$ cat src/sv/psra_pkg.sv
package psra_pkg;

    localparam int MAX_SENSORS_DEF = 16;
    localparam int WINDOW_LEN_DEF  = 8;

    // field widths fixed by the item layout
    localparam int ID_W    = 16;
    localparam int ROOM_W  = 16;
    localparam int TEMP_W  = 16;
    localparam int TIME_W  = 32;
    localparam int STAT_W  = 3;
    localparam int COUNT_W = 5;

    localparam int S_DATA_W = 80;
    localparam int M_DATA_W = 72;

    localparam logic [0:0] OP_LOAD    = 1'b0;
    localparam logic [0:0] OP_READING = 1'b1;

    localparam logic [STAT_W-1:0] ST_LOADED  = 3'd0;
    localparam logic [STAT_W-1:0] ST_FULL    = 3'd1;
    localparam logic [STAT_W-1:0] ST_UNKNOWN = 3'd2;
    localparam logic [STAT_W-1:0] ST_FILLING = 3'd3;
    localparam logic [STAT_W-1:0] ST_VALID   = 3'd4;

    localparam logic [0:0] REG_MIN_TEMP = 1'b0;
    localparam logic [0:0] REG_MAX_TEMP = 1'b1;

    localparam logic signed [TEMP_W-1:0] MIN_TEMP_RESET = 16'sd1500;
    localparam logic signed [TEMP_W-1:0] MAX_TEMP_RESET = 16'sd3000;

endpackage

$ cat src/sv/per_sensor_running_average_alarm.sv
// Channel   Direction  Width  Contents
// s (in)    slave      80+1   tdata: probe_id, room_id, value, timestamp; tuser: op
// m (out)   master     72+3   tdata: room_out, average, flags, last_time, count; tuser: status
// cfg       write      1+16   register index, write data (min_temp, max_temp)
//
// Sequence (accept to output valid): a load, or a reading on an empty map, goes
// straight to the hand-off state. A reading scans the id table slot by slot (up to
// the matching slot, or all sensors loaded), then hands an unknown item over; a match
// updates the slot, then hands a filling item over, or sums the window through its
// single memory port, takes the magnitude, does the reciprocal multiply, restores the
// sign and compares, and hands the item to the output register.
// Reset: synchronous, active low; clears sequencer, sensor count and output
// valid, and sets the thresholds to their defaults. Memories hold no reset; a load clears its slot's state.
// Stalls: the input is ready only while the sequencer idles; a finished item
// waits in the sequencer until the output register is free.
module per_sensor_running_average_alarm #(
    parameter int MAX_SENSORS = psra_pkg::MAX_SENSORS_DEF,
    parameter int WINDOW_LEN  = psra_pkg::WINDOW_LEN_DEF
) (
    input  logic                          i_clk,
    input  logic                          i_rst_n,
    input  logic                          i_s_tvalid,
    output logic                          o_s_tready,
    // [15:0] probe_id, [31:16] room_id, [47:32] value, [79:48] timestamp
    input  logic [psra_pkg::S_DATA_W-1:0] i_s_tdata,
    // [0] op
    input  logic                          i_s_tuser,
    output logic                          o_m_tvalid,
    input  logic                          i_m_tready,
    // [15:0] room_out, [31:16] average, [32] too_cold, [33] too_hot,
    // [65:34] last_time, [70:66] sensor_count, [71] zero
    output logic [psra_pkg::M_DATA_W-1:0] o_m_tdata,
    // [2:0] status
    output logic [psra_pkg::STAT_W-1:0]   o_m_tuser,
    input  logic                          i_cfg_we,
    input  logic                          i_cfg_idx,
    input  logic [psra_pkg::TEMP_W-1:0]   i_cfg_wdata
);

    localparam int IW    = (MAX_SENSORS > 1) ? $clog2(MAX_SENSORS) : 1;
    localparam int CW    = $clog2(MAX_SENSORS + 1);
    localparam int PW    = (WINDOW_LEN > 1) ? $clog2(WINDOW_LEN) : 1;
    localparam int DEPTH = MAX_SENSORS * WINDOW_LEN;
    localparam int AW    = (DEPTH > 1) ? $clog2(DEPTH) : 1;
    localparam int LW    = $clog2(WINDOW_LEN);
    localparam int SW    = psra_pkg::TEMP_W + LW + 1;
    localparam int QW    = psra_pkg::TEMP_W + 1;
    localparam int KW    = SW + 1;
    localparam int SH    = SW - 1 + LW;
    localparam int XW    = SW + KW;
    // ceil(2^SH / WINDOW_LEN): gives the exact floor quotient for any sum magnitude
    localparam logic [KW-1:0] RECIP =
        KW'(((64'd1 << SH) + 64'(WINDOW_LEN) - 64'd1) / 64'(WINDOW_LEN));

    typedef enum logic [9:0] {
        S_IDLE = 10'b00_0000_0001,
        S_SRD  = 10'b00_0000_0010,
        S_SCMP = 10'b00_0000_0100,
        S_UPD  = 10'b00_0000_1000,
        S_WRD  = 10'b00_0001_0000,
        S_WACC = 10'b00_0010_0000,
        S_ABS  = 10'b00_0100_0000,
        S_DIV  = 10'b00_1000_0000,
        S_FIN  = 10'b01_0000_0000,
        S_OUT  = 10'b10_0000_0000
    } t_state;

    t_state r_state;

    // configuration
    logic signed [psra_pkg::TEMP_W-1:0] r_min_temp, r_max_temp;

    // latched item
    logic [psra_pkg::ID_W-1:0]    r_sid;
    logic [psra_pkg::TEMP_W-1:0]  r_val;
    logic [psra_pkg::TIME_W-1:0]  r_ts;

    logic [CW-1:0] r_count;
    logic [IW-1:0] r_idx;
    logic [PW-1:0] r_j;

    // memories and their registered read data
    logic [psra_pkg::ID_W-1:0]          id_mem   [MAX_SENSORS];
    logic [psra_pkg::ROOM_W-1:0]        room_mem [MAX_SENSORS];
    logic [PW-1:0]                      pos_mem  [MAX_SENSORS];
    logic                               full_mem [MAX_SENSORS];
    logic [psra_pkg::TEMP_W-1:0]        smp_mem  [DEPTH];
    logic [psra_pkg::ID_W-1:0]          r_id_rd;
    logic [psra_pkg::ROOM_W-1:0]        r_room_rd;
    logic [PW-1:0]                      r_pos_rd;
    logic                               r_full_rd;
    logic signed [psra_pkg::TEMP_W-1:0] r_smp_rd;

    // arithmetic unit
    logic signed [SW-1:0] r_acc;
    logic [SW-1:0]        r_dvd;
    logic [QW-1:0]        r_quot;
    logic                 r_neg;

    // result held for the output register
    logic [psra_pkg::STAT_W-1:0]        r_res_status;
    logic [psra_pkg::ROOM_W-1:0]        r_res_room;
    logic signed [psra_pkg::TEMP_W-1:0] r_res_avg;
    logic                               r_res_cold, r_res_hot;
    logic [psra_pkg::TIME_W-1:0]        r_res_last;

    logic                              r_m_valid;
    logic [psra_pkg::M_DATA_W-1:0]     r_m_data;
    logic [psra_pkg::STAT_W-1:0]       r_m_user;

    logic s_acc;
    logic load_ok;
    logic table_we;
    logic state_we;
    logic [IW-1:0] state_addr;
    logic [PW-1:0] state_pos;
    logic          state_full;
    logic          pos_wrap;
    logic [AW-1:0] w_base;
    logic [XW-1:0] w_prod;
    logic [QW-1:0] w_quot;
    logic          w_out_load;
    logic signed [psra_pkg::TEMP_W-1:0] w_avg;
    logic [CW+psra_pkg::COUNT_W-1:0]    w_count_ext;

    assign o_s_tready = (r_state == S_IDLE);
    assign s_acc      = i_s_tvalid && o_s_tready;
    assign load_ok    = (i_s_tuser == psra_pkg::OP_LOAD) && (r_count < CW'(MAX_SENSORS));
    assign table_we   = s_acc && load_ok;
    assign w_out_load = (r_state == S_OUT) && (!r_m_valid || i_m_tready);

    assign pos_wrap = (r_pos_rd == PW'(WINDOW_LEN - 1));
    assign w_base   = AW'(r_idx) * AW'(WINDOW_LEN);

    // Clear a slot's window state on load; advance it on a reading.
    always_comb begin
        state_we   = 1'b0;
        state_addr = r_idx;
        state_pos  = '0;
        state_full = 1'b0;
        if (table_we) begin
            state_we   = 1'b1;
            state_addr = r_count[IW-1:0];
        end else if (r_state == S_UPD) begin
            state_we   = 1'b1;
            state_pos  = pos_wrap ? '0 : r_pos_rd + PW'(1);
            state_full = r_full_rd | pos_wrap;
        end
    end

    always_ff @(posedge i_clk) begin
        if (table_we) begin
            id_mem[r_count[IW-1:0]]   <= i_s_tdata[15:0];
            room_mem[r_count[IW-1:0]] <= i_s_tdata[31:16];
        end
        r_id_rd   <= id_mem[r_idx];
        r_room_rd <= room_mem[r_idx];
    end

    always_ff @(posedge i_clk) begin
        if (state_we) begin
            pos_mem[state_addr]  <= state_pos;
            full_mem[state_addr] <= state_full;
        end
        r_pos_rd  <= pos_mem[r_idx];
        r_full_rd <= full_mem[r_idx];
    end

    always_ff @(posedge i_clk) begin
        if (r_state == S_UPD) begin
            smp_mem[w_base + AW'(r_pos_rd)] <= r_val;
        end
        r_smp_rd <= smp_mem[w_base + AW'(r_j)];
    end

    // divide the magnitude by the window length through a reciprocal multiply
    assign w_prod = XW'(r_dvd) * XW'(RECIP);
    assign w_quot = r_neg ? (QW'(0) - r_quot) : r_quot;
    assign w_avg  = w_quot[psra_pkg::TEMP_W-1:0];

    assign w_count_ext = {{psra_pkg::COUNT_W{1'b0}}, r_count};

    always_ff @(posedge i_clk) begin
        if (!i_rst_n) begin
            r_state    <= S_IDLE;
            r_count    <= '0;
            r_min_temp <= psra_pkg::MIN_TEMP_RESET;
            r_max_temp <= psra_pkg::MAX_TEMP_RESET;
            r_m_valid  <= 1'b0;
        end else begin
            if (i_cfg_we) begin
                unique case (i_cfg_idx)
                    psra_pkg::REG_MIN_TEMP: r_min_temp <= i_cfg_wdata;
                    psra_pkg::REG_MAX_TEMP: r_max_temp <= i_cfg_wdata;
                    default: ;
                endcase
            end

            // load a finished item, or drop the valid once the item is taken
            if (w_out_load) begin
                r_m_valid <= 1'b1;
            end else if (i_m_tready) begin
                r_m_valid <= 1'b0;
            end

            unique case (r_state)
                S_IDLE: begin
                    if (s_acc) begin
                        r_sid        <= i_s_tdata[15:0];
                        r_val        <= i_s_tdata[47:32];
                        r_ts         <= i_s_tdata[79:48];
                        r_idx        <= '0;
                        r_res_room   <= load_ok ? i_s_tdata[31:16] : '0;
                        r_res_avg    <= '0;
                        r_res_cold   <= 1'b0;
                        r_res_hot    <= 1'b0;
                        r_res_last   <= '0;
                        if (i_s_tuser == psra_pkg::OP_LOAD) begin
                            if (load_ok) begin
                                r_count      <= r_count + CW'(1);
                                r_res_status <= psra_pkg::ST_LOADED;
                            end else begin
                                r_res_status <= psra_pkg::ST_FULL;
                            end
                            r_state <= S_OUT;
                        end else if (r_count == '0) begin
                            r_res_status <= psra_pkg::ST_UNKNOWN;
                            r_state      <= S_OUT;
                        end else begin
                            r_state <= S_SRD;
                        end
                    end
                end
                S_SRD: begin
                    r_state <= S_SCMP;
                end
                S_SCMP: begin
                    // first match wins: stop on it
                    if (r_id_rd == r_sid) begin
                        r_state <= S_UPD;
                    end else if (CW'(r_idx) + CW'(1) == r_count) begin
                        r_res_status <= psra_pkg::ST_UNKNOWN;
                        r_state      <= S_OUT;
                    end else begin
                        r_idx   <= r_idx + IW'(1);
                        r_state <= S_SRD;
                    end
                end
                S_UPD: begin
                    r_res_room <= r_room_rd;
                    r_res_last <= r_ts;
                    r_j        <= '0;
                    r_acc      <= '0;
                    if (r_full_rd || pos_wrap) begin
                        r_state <= S_WRD;
                    end else begin
                        r_res_status <= psra_pkg::ST_FILLING;
                        r_state      <= S_OUT;
                    end
                end
                S_WRD: begin
                    r_state <= S_WACC;
                end
                S_WACC: begin
                    r_acc <= r_acc + SW'(r_smp_rd);
                    if (r_j == PW'(WINDOW_LEN - 1)) begin
                        r_state <= S_ABS;
                    end else begin
                        r_j     <= r_j + PW'(1);
                        r_state <= S_WRD;
                    end
                end
                S_ABS: begin
                    r_neg   <= r_acc[SW-1];
                    r_dvd   <= r_acc[SW-1] ? (SW'(0) - r_acc) : r_acc;
                    r_state <= S_DIV;
                end
                S_DIV: begin
                    r_quot  <= w_prod[SH +: QW];
                    r_state <= S_FIN;
                end
                S_FIN: begin
                    // magnitude truncated, sign restored: rounds toward zero
                    r_res_avg    <= w_avg;
                    r_res_cold   <= (w_avg < r_min_temp);
                    r_res_hot    <= (w_avg > r_max_temp);
                    r_res_status <= psra_pkg::ST_VALID;
                    r_state      <= S_OUT;
                end
                S_OUT: begin
                    if (w_out_load) begin
                        r_state <= S_IDLE;
                    end
                end
                default: begin
                    r_state <= S_IDLE;
                end
            endcase
        end
    end

    // output payload, loaded together with the valid flag
    always_ff @(posedge i_clk) begin
        if (w_out_load) begin
            r_m_user <= r_res_status;
            r_m_data <= {1'b0, w_count_ext[psra_pkg::COUNT_W-1:0], r_res_last,
                         r_res_hot, r_res_cold, r_res_avg, r_res_room};
        end
    end

    assign o_m_tvalid = r_m_valid;
    assign o_m_tdata  = r_m_data;
    assign o_m_tuser  = r_m_user;

    a_count_bound: assert property (@(posedge i_clk) disable iff (!i_rst_n)
        r_count <= CW'(MAX_SENSORS))
        else $error("sensor count beyond table depth");

    a_load_count: assert property (@(posedge i_clk) disable iff (!i_rst_n)
        table_we |=> (r_count == $past(r_count) + CW'(1)))
        else $error("accepted load did not advance the sensor count");

    a_quot_range: assert property (@(posedge i_clk) disable iff (!i_rst_n)
        (r_state == S_FIN) |-> (r_quot <= QW'(32768)))
        else $error("window average magnitude out of range");

    a_valid_src: assert property (@(posedge i_clk) disable iff (!i_rst_n)
        $rose(r_m_valid) |-> $past(r_state == S_OUT))
        else $error("output valid raised outside the hand-off state");

endmodule

$ cat config.mk
export PLATFORM = sky130hd
export DESIGN_NAME = per_sensor_running_average_alarm
export DESIGN_NICKNAME = d
export VERILOG_FILES = /design/src/sv/psra_pkg.sv /design/src/sv/per_sensor_running_average_alarm.sv
export SDC_FILE = /design/constraint.sdc
export NUM_CORES = 2
export LEC_CHECK = 0
export BUFFER_PORTS_ARGS = -buffer_cell sky130_fd_sc_hd__buf_2
export CORE_MARGIN = 2
export CORE_UTILIZATION = 60
export CTS_CLUSTER_DIAMETER = 150
export DETAILED_ROUTE_END_ITERATION = 8
export PLACE_DENSITY = 0.77
export REMOVE_ABC_BUFFERS = 1
export SLEW_MARGIN = 20
export SYNTH_ARGS = -nofsm -noshare
export SYNTH_HDL_FRONTEND = slang
export SYNTH_SLANG_ARGS = --single-unit
$ cat constraint.sdc
create_clock -name i_clk -period 9.9 [get_ports i_clk]
set_input_delay 0.495 -clock i_clk [delete_from_list [all_inputs] [get_ports i_clk]]
set_output_delay 0.495 -clock i_clk [all_outputs]
set_load 0.01 [all_outputs]
======== After elaboration in Yosys (flattened, before gate mapping) ========
Memories as Yosys holds them, arrays and structs flattened. A register that Yosys moved wholly into a read port is not among the register bits.
Cells that the tools add are included.
storage, ports and cells
  flip-flop bits (word level) ............. 318
  bits in writable memories ............... 2624
  bits of input ports ..................... 103
  output and inout port bits .............. 77
  logic and storage cells ................. 143
  memories ................................ 5
memory list
  name      words  width  read ports  clocked after memory_dff  wr ports  RTL line                                RTL
  smp_mem   128    16     1           1                         1         per_sensor_running_average_alarm.sv:87  logic [psra_pkg::TEMP_W-1:0] smp_mem [DEPTH];
  id_mem    16     16     1           1                         1         per_sensor_running_average_alarm.sv:83  logic [psra_pkg::ID_W-1:0] id_mem [MAX_SENSORS];
  room_mem  16     16     1           1                         1         per_sensor_running_average_alarm.sv:84  logic [psra_pkg::ROOM_W-1:0] room_mem [MAX_SENSORS];
  pos_mem   16     3      1           1                         1         per_sensor_running_average_alarm.sv:85  logic [PW-1:0] pos_mem [MAX_SENSORS];
  full_mem  16     1      1           1                         1         per_sensor_running_average_alarm.sv:86  logic full_mem [MAX_SENSORS];
cells by class
  $add $sub $neg .......................... 10
  $lt $le $gt $ge ......................... 3
  equality and inequality tests ........... 22
  muxes and demuxes ....................... 51
  bitwise operators ....................... 3
  reductions and logical operators ........ 27
operator list
  kind                     count
  $pmux W10 S10            1
  $mux W10                 7
  $mux W16                 4
  $pmux W16 S2             2
  $pmux W32 S2             1
  $pmux W20 S2             1
  $mux W32                 1
  $mux W3                  10
  $add A20 B16 Y20         1
  $sub A1 B20 Y20 const A  1
  $mux W19                 1
  $eq A16 B16 Y1           1
  $gt A16 B16 Y1           1
  $lt A16 B16 Y1           1
  $mux W4                  4
  $sub A1 B16 Y16 const A  1
  $add A7 B3 Y7            2
  $mux W1                  13
  $ne A2 B2 Y1 const B     6
  $pmux W3 S4              1
  $reduce_and A2 Y1        6
  $reduce_and A3 Y1        4
  $eq A10 B1 Y1 const B    1
  $eq A10 B10 Y1 const B   1
  32 further kinds         44

======== Longest topological paths before layout ========
  depth after elaboration ................. 6
  mapped depth ............................ 14
  mapped depth without buffers ............ 14

======== Worst setup path after synthesis ========
OpenSTA, ideal clock, no wires.
  kind .................................... flip-flop to flip-flop
  start point ............................. register r_state[6]
  end point ............................... register r_m_data (netlist bit o_m_tdata[0]), enable pin
  library setup time ...................... 0.515 ns
  arrival time ............................ 4.363 ns
  required time ........................... 9.385 ns
  slack ................................... 5.022 ns
  cell stages (with the launch flop) ...... 7
  path buffers ............................ 1
  clock period less this slack ............ 4.878 ns
  path through ............................ dfxtp_1 -> clkbuf_1 -> nor3_2 -> nand2_1 -> nor3_1 -> nand2b_1 -> nor2b_1
on the way
  word-level cells in the longest chain between the ends .. 2
ends and longest elaborated chain
  what                    RTL line                                 RTL
  start, declared         per_sensor_running_average_alarm.sv:68   t_state r_state;
  start signal, assigned  per_sensor_running_average_alarm.sv:185  r_state <= S_IDLE;
  start signal, assigned  per_sensor_running_average_alarm.sv:225  r_state <= S_OUT;
  start signal, assigned  per_sensor_running_average_alarm.sv:228  r_state <= S_OUT;
  $eq A10 B10 Y1          per_sensor_running_average_alarm.sv:130  assign w_out_load = (r_state == S_OUT) && (!r_m_valid || i_m_tready);
  $logic_and A1 B1 Y1     per_sensor_running_average_alarm.sv:130
  via w_out_load          per_sensor_running_average_alarm.sv:122  logic w_out_load;
  end signal, assigned    per_sensor_running_average_alarm.sv:306  r_m_data <= {1'b0, w_count_ext[psra_pkg::COUNT_W-1:0], r_res_last,
  end, declared           per_sensor_running_average_alarm.sv:108  logic [psra_pkg::M_DATA_W-1:0] r_m_data;
The timed path passes the listed nets, and every way through them passes these cells.
A chain may end at the register's enable or synchronous reset.

======== Worst setup path after layout ========
  start point ............................. register r_j[1]
  end point ............................... register r_smp_rd[15] in the netlist's numbering (read register of smp_mem)
on the way
  word-level cells in the longest chain between the ends .. 1
ends and longest elaborated chain
  what                    RTL line                                 RTL
  start, declared         per_sensor_running_average_alarm.sv:80   logic [PW-1:0] r_j;
  start signal, assigned  per_sensor_running_average_alarm.sv:269  r_j <= r_j + PW'(1);
  $add A7 B3 Y7           per_sensor_running_average_alarm.sv:173  r_smp_rd <= smp_mem[w_base + AW'(r_j)];
  end, declared           per_sensor_running_average_alarm.sv:92   logic signed [psra_pkg::TEMP_W-1:0] r_smp_rd;
Every way passes these cells.

==> impl_metrics.yaml <==
run:
  drv_cap: 0
final_layout:
  synthToLayoutAreaGrowth_pct: 13.3
  final_common_cell: "edfxtp_1"
  nNetsFinal: 6004
  mostFrequentLayoutCells: "edfxtp_1 (2891), mux4_2 (734), clkbuf_16 (305)"
  num-fill-cells: 11000
  drive_gt1_share_pct: 26.6
  final_util_pct: 68.3
  fin_area_um2: 130000
routing:
  viasPerCell: 6.86
  vias: 58700
  drt_pass1_iterations: 6
  wl_per_cell_um: 34.0
  drc: 0
  wirelength_um: 291000
  ant_nets: 0
  drt_iter0_markers: 8991
clock_network:
  postCtsHoldBufs: 99
  cts_buffers: 300
  clock_latency_ps: 970
  clk_pin_slew_ps: 60
  cts-root-buf: "clkbuf_16"
  htree_levels: 5
  cts_resized: 0
  cts.sinks: 2991
  post-cts-setup-buffer-count: 0
  max-clock-path-buffers: 4
  cts_tree: "built"
synthesis:
  synth-seq-area-share_pct: 77.4
  ys.flop_type: "edfxtp_1"
  synth_edf_count: 2891
  async_flop_share_pct: 0
  syn_area_per_cell_um2: 21.8
  ys_ff_latch: 2991
  synthCells: 5270
  synth.distinct_cells: 71
  netlist_area_um2: 115000
  ys_warn_count: 0
setup_path:
  crit_required_ps: 10700
  critPathLaunchType: "flop"
  rr_worst_depth: 7
  cp-end-kind: "flop"
  cpPeakStageDelay_ps: 1000
  worstPathMaxFanout: 81
  arrival_ps: 5280
  crit_chain: "buf_12 -> buf_4 -> mux4_2 -> mux4_2 -> a22o_1 -> a221oi_1 -> nand3_1"
  critPathKind: "flop to flop"
  cpMaxStageDelayCell: "edfxtp_1"
  crit_top_cell: "mux4_2"
placed_design:
  place.gp.congestion: 0.872
  portBuffers: 178
  dp_hpwl_um: 155000
  placed_area_um2: 120000
timing:
  rsz0062_at_grt: "no"
  relSlewSlack_pct: 19.8
  timing.final.hold_violations: 0
  clock_skew_ps: 88.8
  setup_viol_count_final: 0
  clock.fmax_ghz: 0.223
  worst_slew_pin_slew_ps: 1200
  fin_crit_ps: 4480
  period_share_pct: 45.2
  slew_viol_final: 0
floorplan:
  die_area_um2: 195000
  dieHeight_um: 441
  core-area_um2: 190000
  die_w_um: 441
  start_util_pct: 60.3
  rows: 160
  io_pins: 180
global_route:
  grt_start_max_net_pins: 114
  grt_usage_pct: 30.1
  gr-total-overflow: 0
  grt_pass1_vias: 58800
  grt_pass1_wl_um: 417000
  antenna_found_initial: 9
power:
  ir_drop_mv: 0.230
  p_leak_nw: 42.0
  power_density_nw_per_um2: 200
hold_path:
  hp-class: "input pin to flop"
  hold_depth: 4
outcome:
  status: "complete, no violations"
## routing by layer
metal | GRT usage, % | vias to the layer above | share of wire [%]
met5 | 0 | - | 0.017
met4 | 12.4 | 8 | 4.5
met3 | 7.10 | 714 | 12
met2 | 47.4 | 4508 | 48
met1 | 41.2 | 30500 | 35
li1 | - | 23000 | -
## state kept, by name, indices dropped and copies added, names as in the netlist, 5 cells and up
name	cells
o_m_tdata	71
room_mem	256
r_val	16
r_sid	16
r_res_last	32
r_id_rd	16
r_dvd	16
r_min_temp	16
full_mem	16
r_ts	32
r_smp_rd	16
r_acc	20
pos_mem	48
r_count	5
r_state	10
id_mem	256
r_res_room	16
r_res_avg	16
smp_mem	2048
r_room_rd	16
r_quot	16
r_max_temp	16
## report_power, final
part           internal, mW  switching [mW]
registers              14.0          0.0713
logic                 0.272           0.602
clock network          6.35            4.67
total                  20.6            5.34
## worst max-delay path: cells and delay by family, from the launching register on
kind                   cells  cell delay (ps)
AO/OA/AOI/OAI              2              600
multiplexers               2             1130
buffers and inverters      2             1420
AND/OR/NAND/NOR            1              130
flip-flops                 1             1000
## metrics by stage
stage | worst slack (ps) | total power [mW] | hold WS, ps | TNS [ps] | instances
after CTS | 5470 | 26.0 | 58.2 | 0 | 8557
after floorplan | -9060 | 14.8 | 400 | -212000 | 5014
after global routing | 5350 | 26.6 | 139 | 0 | 8558
final | 5420 | 26.0 | 109 | 0 | 8562
after global placement | 5700 | 15.1 | 400 | 0 | 7945
after detailed placement | 5670 | 15.2 | 405 | 0 | 7946
## synthesized netlist by cell type, types with 50 or more instances
master | count | area, um2
edfxtp_1 | 2891 | 86800
mux4_2 | 734 | 16500
nor2_1 | 234 | 878
nand2_1 | 183 | 687
mux2i_1 | 136 | 1360
buf_2 | 105 | 526
dfxtp_1 | 100 | 2000
clkbuf_1 | 87 | 327
o21ai_0 | 70 | 350
ha_1 | 63 | 788
a21oi_1 | 52 | 260
inv_1 | 50 | 188
## final cells by class
class                           count  area (um2)  share of cell area [%]
Inverter                           51         196                   0.151
Timing Repair Buffer              521        3850                    2.96
Multi-Input combinational cell   1972       24600                    19.0
Antenna cell                        4        10.0                 0.00770
Tap cell                         2511        3140                    2.42
Sequential cell                  2991       88800                    68.3
Clock buffer                      384        8080                    6.22
Clock inverter                    128        1240                   0.954
## kinds of logic (layout without fill, tap and decap cells)
family,after synthesis,count (layout),share of synthesized area (%)
and+or+nand+nor,641,641,2.58
buffers and inverters,307,1084,1.29
muxes,878,878,15.7
other,1,5,0.00327
AOI/OAI and AO/OA,323,323,1.87
adders and majority gates,64,64,0.704
DFF,2991,2991,77.4
xor gates and xnor gates,65,65,0.496
## final timing paths
| check | startpoint | endpoint | slack (ps) |
|---|---|---|---|
| max reg2reg | r_j[1]$_SDFFCE_PP0P_ | r_smp_rd[15]$_DFF_P_ | 5420 |
| max | r_j[1]$_SDFFCE_PP0P_ | r_smp_rd[15]$_DFF_P_ | 5420 |
| min | i_s_tvalid | r_state[0]$_SDFFE_PN1P_ | 110 |
| min reg2reg | r_res_avg[4]$_SDFFCE_PN0P_ | o_m_tdata[20]$_DFFE_PP_ | 410 |
(Power assumes the default switching activity.)
